## src/hdl/tlr_pkg.sv

```systemverilog
// ----------------------------------------------------------------------------
// tlr_pkg
// Shared types and codes of the timed linear ramp: register indexes,
// controller states and the command and status groups between controller
// and datapath.
// ----------------------------------------------------------------------------
package tlr_pkg;

  localparam int CFG_INDEX_W = 8;

  typedef enum logic [CFG_INDEX_W-1:0] {
    REG_START_VALUE     = 8'd0,
    REG_TARGET_VALUE    = 8'd1,
    REG_RAMP_START_TIME = 8'd2,
    REG_RAMP_DURATION   = 8'd3
  } tlr_reg_t;

  typedef enum logic [1:0] {
    ST_IDLE,
    ST_MUL,
    ST_DIV,
    ST_PUT
  } tlr_state_t;

  typedef struct packed {
    logic load;
    logic mul_step;
    logic div_step;
    logic out_load;
  } tlr_cmd_t;

  typedef struct packed {
    logic go;
    logic out_free;
  } tlr_status_t;

endpackage

```

## src/hdl/tlr_ctrl.sv

```systemverilog
// ----------------------------------------------------------------------------
// tlr_ctrl
// Sequencer of the ramp: accepts a sample, steps the multiplier and divider
// one bit a cycle if the ramp is running, then loads the output register.
// ----------------------------------------------------------------------------
module tlr_ctrl import tlr_pkg::*; #(
  parameter int VALUE_WIDTH = 32,
  parameter int TIME_WIDTH  = 32
) (
  input  logic        clk,
  input  logic        rst,
  input  logic        in_valid,
  output logic        in_stall,
  input  tlr_status_t status,
  output tlr_cmd_t    cmd
);

  localparam int MAX_STEPS = (VALUE_WIDTH > TIME_WIDTH) ? VALUE_WIDTH : TIME_WIDTH;
  localparam int CNT_W     = $clog2(MAX_STEPS);

  tlr_state_t       state, state_next;
  logic [CNT_W-1:0] cnt, cnt_next;

  always_ff @(posedge clk) begin
    if (rst) begin
      state <= ST_IDLE;
      cnt   <= '0;
    end else begin
      state <= state_next;
      cnt   <= cnt_next;
    end
  end

  always_comb begin
    state_next = state;
    cnt_next   = cnt;
    cmd        = '0;
    in_stall   = (state != ST_IDLE);
    case (state)
      ST_IDLE: begin
        if (in_valid) begin
          cmd.load = 1'b1;
          if (status.go) begin
            state_next = ST_MUL;
            cnt_next   = CNT_W'(TIME_WIDTH - 1);
          end else begin
            state_next = ST_PUT;
          end
        end
      end
      ST_MUL: begin
        cmd.mul_step = 1'b1;
        if (cnt == '0) begin
          state_next = ST_DIV;
          cnt_next   = CNT_W'(VALUE_WIDTH - 1);
        end else begin
          cnt_next = cnt - 1'b1;
        end
      end
      ST_DIV: begin
        cmd.div_step = 1'b1;
        if (cnt == '0) begin
          state_next = ST_PUT;
        end else begin
          cnt_next = cnt - 1'b1;
        end
      end
      ST_PUT: begin
        if (status.out_free) begin
          cmd.out_load = 1'b1;
          state_next   = ST_IDLE;
        end
      end
      default: begin
        state_next = ST_IDLE;
      end
    endcase
  end

  a_load_needs_free: assert property (@(posedge clk) disable iff (rst)
    cmd.out_load |-> status.out_free)
    else $error("result loaded while output register busy");

  a_skip_to_put: assert property (@(posedge clk) disable iff (rst)
    (state == ST_IDLE && in_valid && !status.go) |=> (state == ST_PUT))
    else $error("target-only sample did not go straight to output");

  a_mul_to_div: assert property (@(posedge clk) disable iff (rst)
    (state == ST_MUL && cnt == '0) |=> (state == ST_DIV && cnt == CNT_W'(VALUE_WIDTH - 1)))
    else $error("divider not started after last multiply step");

endmodule

```

## src/hdl/tlr_datapath.sv

```systemverilog
// ----------------------------------------------------------------------------
// tlr_datapath
// Configuration registers, expired flag, shift-add multiplier and restoring
// divider sharing one product register, and the output register.
// ----------------------------------------------------------------------------
module tlr_datapath import tlr_pkg::*; #(
  parameter int VALUE_WIDTH = 32,
  parameter int TIME_WIDTH  = 32
) (
  input  logic                          clk,
  input  logic                          rst,
  input  logic                          cfg_valid,
  input  logic [CFG_INDEX_W-1:0]        cfg_index,
  input  logic [(VALUE_WIDTH > TIME_WIDTH ? VALUE_WIDTH : TIME_WIDTH)-1:0] cfg_data,
  input  logic [TIME_WIDTH-1:0]         current_time,
  output logic                          out_valid,
  input  logic                          out_stall,
  output logic signed [VALUE_WIDTH-1:0] setpoint,
  output logic                          ramping,
  input  tlr_cmd_t                      cmd,
  output tlr_status_t                   status
);

  localparam int VW = VALUE_WIDTH;
  localparam int TW = TIME_WIDTH;
  localparam int PW = VW + TW;

  logic signed [VW-1:0] start_value;
  logic signed [VW-1:0] target_value;
  logic [TW-1:0]        ramp_start_time;
  logic [TW-1:0]        ramp_duration;
  logic                 ramp_expired;
  logic                 ramp_on;
  logic [PW-1:0]        prod;

  logic [TW:0]    elapsed;
  logic [VW:0]    delta;
  logic [VW:0]    mag_full;
  logic [VW-1:0]  mag;
  logic           neg;
  logic [VW:0]    mul_sum;
  logic [TW-1:0]  rem;
  logic [VW-1:0]  quo;
  logic [TW:0]    trial;
  logic [TW:0]    trial_diff;
  logic           qbit;
  logic [TW-1:0]  rem_next;
  logic [VW-1:0]  ramp_value;

  assign elapsed  = {1'b0, current_time} - {1'b0, ramp_start_time};
  assign delta    = {target_value[VW-1], target_value} - {start_value[VW-1], start_value};
  assign neg      = delta[VW];
  assign mag_full = neg ? (~delta + 1'b1) : delta;
  assign mag      = mag_full[VW-1:0];

  assign status.go = !ramp_expired && (ramp_duration != '0) && !elapsed[TW]
                     && (elapsed[TW-1:0] != '0) && (elapsed[TW-1:0] < ramp_duration);
  assign status.out_free = !out_valid || !out_stall;

  assign mul_sum = {1'b0, prod[PW-1:TW]} + (prod[0] ? {1'b0, mag} : '0);

  assign rem        = prod[PW-1:VW];
  assign quo        = prod[VW-1:0];
  assign trial      = {rem, quo[VW-1]};
  assign trial_diff = trial - {1'b0, ramp_duration};
  assign qbit       = !trial_diff[TW];
  assign rem_next   = qbit ? trial_diff[TW-1:0] : trial[TW-1:0];

  assign ramp_value = neg ? (start_value - quo) : (start_value + quo);

  always_ff @(posedge clk) begin
    if (rst) begin
      start_value     <= '0;
      target_value    <= '0;
      ramp_start_time <= '0;
      ramp_duration   <= '0;
      ramp_expired    <= 1'b0;
    end else begin
      if (cmd.load && !status.go) begin
        ramp_expired <= 1'b1;
      end
      if (cfg_valid) begin
        case (cfg_index)
          REG_START_VALUE: begin
            start_value  <= cfg_data[VW-1:0];
            ramp_expired <= 1'b0;
          end
          REG_TARGET_VALUE: begin
            target_value <= cfg_data[VW-1:0];
            ramp_expired <= 1'b0;
          end
          REG_RAMP_START_TIME: begin
            ramp_start_time <= cfg_data[TW-1:0];
            ramp_expired    <= 1'b0;
          end
          REG_RAMP_DURATION: begin
            ramp_duration <= cfg_data[TW-1:0];
            ramp_expired  <= 1'b0;
          end
          default: begin
          end
        endcase
      end
    end
  end

  always_ff @(posedge clk) begin
    if (cmd.load) begin
      prod    <= {{VW{1'b0}}, elapsed[TW-1:0]};
      ramp_on <= status.go;
    end else if (cmd.mul_step) begin
      prod <= {mul_sum, prod[TW-1:1]};
    end else if (cmd.div_step) begin
      prod <= {rem_next, quo[VW-2:0], qbit};
    end
  end

  always_ff @(posedge clk) begin
    if (rst) begin
      out_valid <= 1'b0;
    end else if (cmd.out_load) begin
      out_valid <= 1'b1;
    end else if (!out_stall) begin
      out_valid <= 1'b0;
    end
  end

  always_ff @(posedge clk) begin
    if (cmd.out_load) begin
      setpoint <= ramp_on ? ramp_value : target_value;
      ramping  <= ramp_on;
    end
  end

endmodule

```

## src/hdl/timed_linear_ramp.sv

```systemverilog
// ----------------------------------------------------------------------------
// timed_linear_ramp
// Setpoint that moves in a straight line from a start value to a target
// value over a programmed time window.
// ----------------------------------------------------------------------------
// Each time sample gives one setpoint. A sample inside the ramp window goes
// one bit per cycle through a shift-add multiplier, then one quotient bit per
// cycle through a restoring divider that reuses the same product register.
// A sample outside the window, or after expiry, skips both and goes straight
// to the output register. One sample is in work at a time; a new sample is
// taken while the previous result still waits in the output register.
// Configuration writes are always ready, and a write to one of the four
// registers clears the expired flag.
module timed_linear_ramp import tlr_pkg::*; #(
  parameter int VALUE_WIDTH = 32,
  parameter int TIME_WIDTH  = 32
) (
  input  logic                          clk,
  input  logic                          rst,
  input  logic                          cfg_valid,
  output logic                          cfg_ready,
  input  logic [CFG_INDEX_W-1:0]        cfg_index,
  input  logic [(VALUE_WIDTH > TIME_WIDTH ? VALUE_WIDTH : TIME_WIDTH)-1:0] cfg_data,
  input  logic                          in_valid,
  output logic                          in_stall,
  input  logic [TIME_WIDTH-1:0]         current_time,
  output logic                          out_valid,
  input  logic                          out_stall,
  output logic signed [VALUE_WIDTH-1:0] setpoint,
  output logic                          ramping
);

  tlr_cmd_t    cmd;
  tlr_status_t status;

  assign cfg_ready = 1'b1;

  tlr_ctrl #(
    .VALUE_WIDTH (VALUE_WIDTH),
    .TIME_WIDTH  (TIME_WIDTH)
  ) u_ctrl (
    .clk      (clk),
    .rst      (rst),
    .in_valid (in_valid),
    .in_stall (in_stall),
    .status   (status),
    .cmd      (cmd)
  );

  tlr_datapath #(
    .VALUE_WIDTH (VALUE_WIDTH),
    .TIME_WIDTH  (TIME_WIDTH)
  ) u_datapath (
    .clk          (clk),
    .rst          (rst),
    .cfg_valid    (cfg_valid),
    .cfg_index    (cfg_index),
    .cfg_data     (cfg_data),
    .current_time (current_time),
    .out_valid    (out_valid),
    .out_stall    (out_stall),
    .setpoint     (setpoint),
    .ramping      (ramping),
    .cmd          (cmd),
    .status       (status)
  );

endmodule
```

## config.mk

```make
export PLATFORM = sky130hd
export DESIGN_NAME = timed_linear_ramp
export DESIGN_NICKNAME = d
export VERILOG_FILES = /design/src/hdl/tlr_pkg.sv /design/src/hdl/tlr_ctrl.sv /design/src/hdl/tlr_datapath.sv /design/src/hdl/timed_linear_ramp.sv
export SDC_FILE = /design/constraint.sdc
export NUM_CORES = 1
export LEC_CHECK = 0
export BUFFER_PORTS_ARGS = -buffer_cell sky130_fd_sc_hd__buf_2
export CELL_PAD_IN_SITES_DETAIL_PLACEMENT = 0
export CELL_PAD_IN_SITES_GLOBAL_PLACEMENT = 1
export CORE_AREA = 3 3 231 233
export CTS_BUF_LIST = sky130_fd_sc_hd__clkbuf_16
export DETAILED_ROUTE_END_ITERATION = 6
export DIE_AREA = 0 0 234 236
export PLACE_DENSITY_LB_ADDON = 0.1
export SKIP_CTS_REPAIR_TIMING = 1
export SLEW_MARGIN = 20
export SYNTH_ARGS = -nofsm -noshare
export SYNTH_HDL_FRONTEND = slang
export SYNTH_SLANG_ARGS = --single-unit
```

## constraint.sdc

```tcl
create_clock -name clk -period 15.3 [get_ports clk]
set_input_delay 0.765 -clock clk [delete_from_list [all_inputs] [get_ports clk]]
set_output_delay 0.765 -clock clk [all_outputs]
set_load 0.02 [all_outputs]
```

==> impl_metrics.ini <==
[outcome]
status = completed

[timing]
relSlewSlack_pct = 26.3
finalCritPeriodShare_pct = 48.2
finalHoldViolations = 0
clock.fmax_mhz = 136
tns_ps = 0
whs_ps = 453
skew_ps = 17.8
slew_viol_final = 0
rsz0062_at_grt = false
fin_ws_ps = 7920
finalSetupViolCount = 0
period_needed_ps = 7380
max_slew.worst_pin.slew_ps = 1100

[route]
finalWirelength_mm = 69.1
drt_iter0_markers = 1245
first_pass_iters = 6
vias = 19143
drt-wirelength-per-cell_um = 20.4
vias_per_cell = 5.64
ant_nets = 0
route.detailed.drc = 0

[power_and_ir_drop]
p_per_area_mw_per_mm2 = 144
p_leak_nw = 9.18
peakVddDrop_v = 0.000104

[placement]
dp_hpwl_mm = 53.6
place_congestion = 0.877
port_buffers = 111
post-place-ws_ps = 7990
placed_cell_area_mm2 = 0.0216
dpl.cell_count = 3334

[setup_path]
slowest_stage = a31oi_2
worstPathArrival_ps = 7690
path_class = reg2reg
cp_max_fo = 14
cp-end-kind = register
slowest_delay_ps = 690
worst_setup_path_start_kind = register
worstPathRequired_ps = 15610
r2r_cells = 27

[logic_synthesis]
syn_avg_cell_area_um2 = 7.78
synthFlopType = dfxtp_1
netlist_area_mm2 = 0.0205
synth.ff_latch_count = 235
synth_common_cells = nand2_1 (415), a21oi_1 (323), ha_1 (198)
postSynth.asyncResetShare_pct = 0
synth_nets = 2909
syn_inst = 2629
synthTopCellsByArea = dfxtp_1 (17%), ha_1 (12%), edfxtp_1 (9.7%)
yosysSeqAreaShare_pct = 26.2
yosys.area.top_type = dfxtp_1
synth_edf_count = 66
synth.distinct_cells = 100
ys_warn_count = 0
yosys.area.top_type_share_pct = 16.5
yosysMostFrequentCell = nand2_1

[floorplan]
dieArea_mm2 = 0.0552
die_w_um = 234
io_pins = 113
start_util_pct = 39.8
die_y_um = 236
core_mm2 = 0.0514
rows = 83

[clock_network]
cts_root_buffer = clkbuf_16
cts_max_path_buffers = 3
h-tree-depth = 1
insertion_delay_ps = 590
cts.clk_slew.worst_paths_ps = 60
numCtsBuffers = 31
clock_sinks = 235
cts_tree = done

[hold_path]
whs_path_depth = 2
min_path_type = reg2reg

[global_routing]
track_usage_pct = 24.4
grt_first_pass_wirelength_mm = 106
overflow = 0
grt_pass1_vias = 18058
antenna_found_initial = 1
grt_max_degree = 77

[layout]
final-instance-count-excl-fill = 3392
fillCellCount = 5279
fin_area_mm2 = 0.0226
drive_above_1_share_pct = 9.74
multi_input_area_mm2 = 0.0142
finalNetCount = 2967
seqCellArea_mm2 = 0.00537
area_growth_pct = 10.5

[flow_run]
max-cap-violations = 0
-- registers in the layout, summed over array words and instances (netlist names) --
signal / cells
u_datapath.prod: 64
u_datapath.ramp_duration: 32
u_datapath.ramp_start_time: 32
u_datapath.setpoint: 32
u_datapath.start_value: 32
u_datapath.target_value: 32
u_ctrl.cnt: 5
u_ctrl.state: 2
u_datapath.out_valid: 1
u_datapath.ramp_expired: 1
u_datapath.ramp_on: 1
u_datapath.ramping: 1
-- metal layers --
layer / wire length, µm / vias up / GRT usage, %
li1: - / 9566 / -
met1: 31600 / 9057 / 33.4
met2: 31400 / 419 / 39.2
met3: 2640 / 101 / 2.54
met4: 3400 / 0 / 9.79
met5: 0 / - / 0
-- final timing paths --
| path | end | startpoint | slack (ps) |
|---|---|---|---|
| max reg2reg | u_datapath.setpoint[31] | u_datapath.target_value[0] | 7920 |
| min | u_datapath.ramp_start_time[6] | u_datapath.ramp_start_time[6] | 450 |
| max | u_datapath.setpoint[31] | u_datapath.target_value[0] | 7920 |
| min reg2reg | u_datapath.ramp_start_time[6] | u_datapath.ramp_start_time[6] | 450 |
-- per-stage QoR --
stage	total power, W	utilization (%)
final	0.00325	44.0
after global routing	0.00349	44.0
after CTS	0.00328	44.0
after detailed placement	0.00254	42.1
after global placement	0.00252	42.1
after floorplan	0.00212	-
-- where the power goes --
part	switching, W	internal (W)	leakage (nW)	total [W]
registers	0.000140	0.000787	2.00	0.000927
logic	0.000953	0.000658	6.69	0.00161
clock network	0.000306	0.000411	0.482	0.000717
-- final cells by class --
class                           count  share of cell area, %
Sequential cell                   235                   23.7
Timing Repair Buffer              127                   3.00
Clock buffer                       32                   3.54
Clock inverter                     25                  0.819
Antenna cell                        1                 0.0111
Tap cell                          680                   3.76
Multi-Input combinational cell   2141                   62.6
Inverter                          151                   2.51
-- layout by cell type (no fill, tap or decap), types with 9 or more instances in the layout --
master,n
nand2_1,414
a21oi_1,323
ha_1,197
dfxtp_1,169
nor2_1,168
o21ai_0,156
inv_1,151
buf_2,110
xnor2_1,100
xor2_1,82
a21o_1,67
edfxtp_1,66
mux2i_1,57
nor3_1,44
nand3_1,39
o21a_1,33
clkbuf_16,32
nand2b_1,28
a211oi_1,27
or3_1,25
mux2_2,25
nor4_1,22
nand4_1,21
a31oi_1,21
nor2b_1,20
o31ai_1,20
buf_4,17
o211ai_1,15
and2_1,13
o21bai_1,13
and3_1,11
o21ai_1,10
or2_2,9
clkinv_2,9
-- cell families (layout without fill, tap and decap cells) --
family                   count (synthesis)  in the layout  share of synthesized area (%)
other                                    1              2                         0.0183
XOR/XNOR                               182            182                           7.79
flip-flops                             235            235                           26.2
buffers and inverters                  253            335                           4.76
adder cells (fa/ha/maj)                203            203                           12.6
AO/OA/AOI/OAI                          809            809                           25.1
AND/OR/NAND/NOR                        864            864                           19.4
multiplexers                            82             82                           4.16
-- critical path, delay by kind of cell (launching register included) --
kind                     cells  cell delay, ps
AO/OA/AOI/OAI               16            4390
XOR/XNOR                     2             370
adder cells (fa/ha/maj)      3            1030
AND/OR/NAND/NOR              4             730
buffers and inverters        2             240
flip-flops                   1             350
No activity file was read; power rests on OpenSTA's default activity.
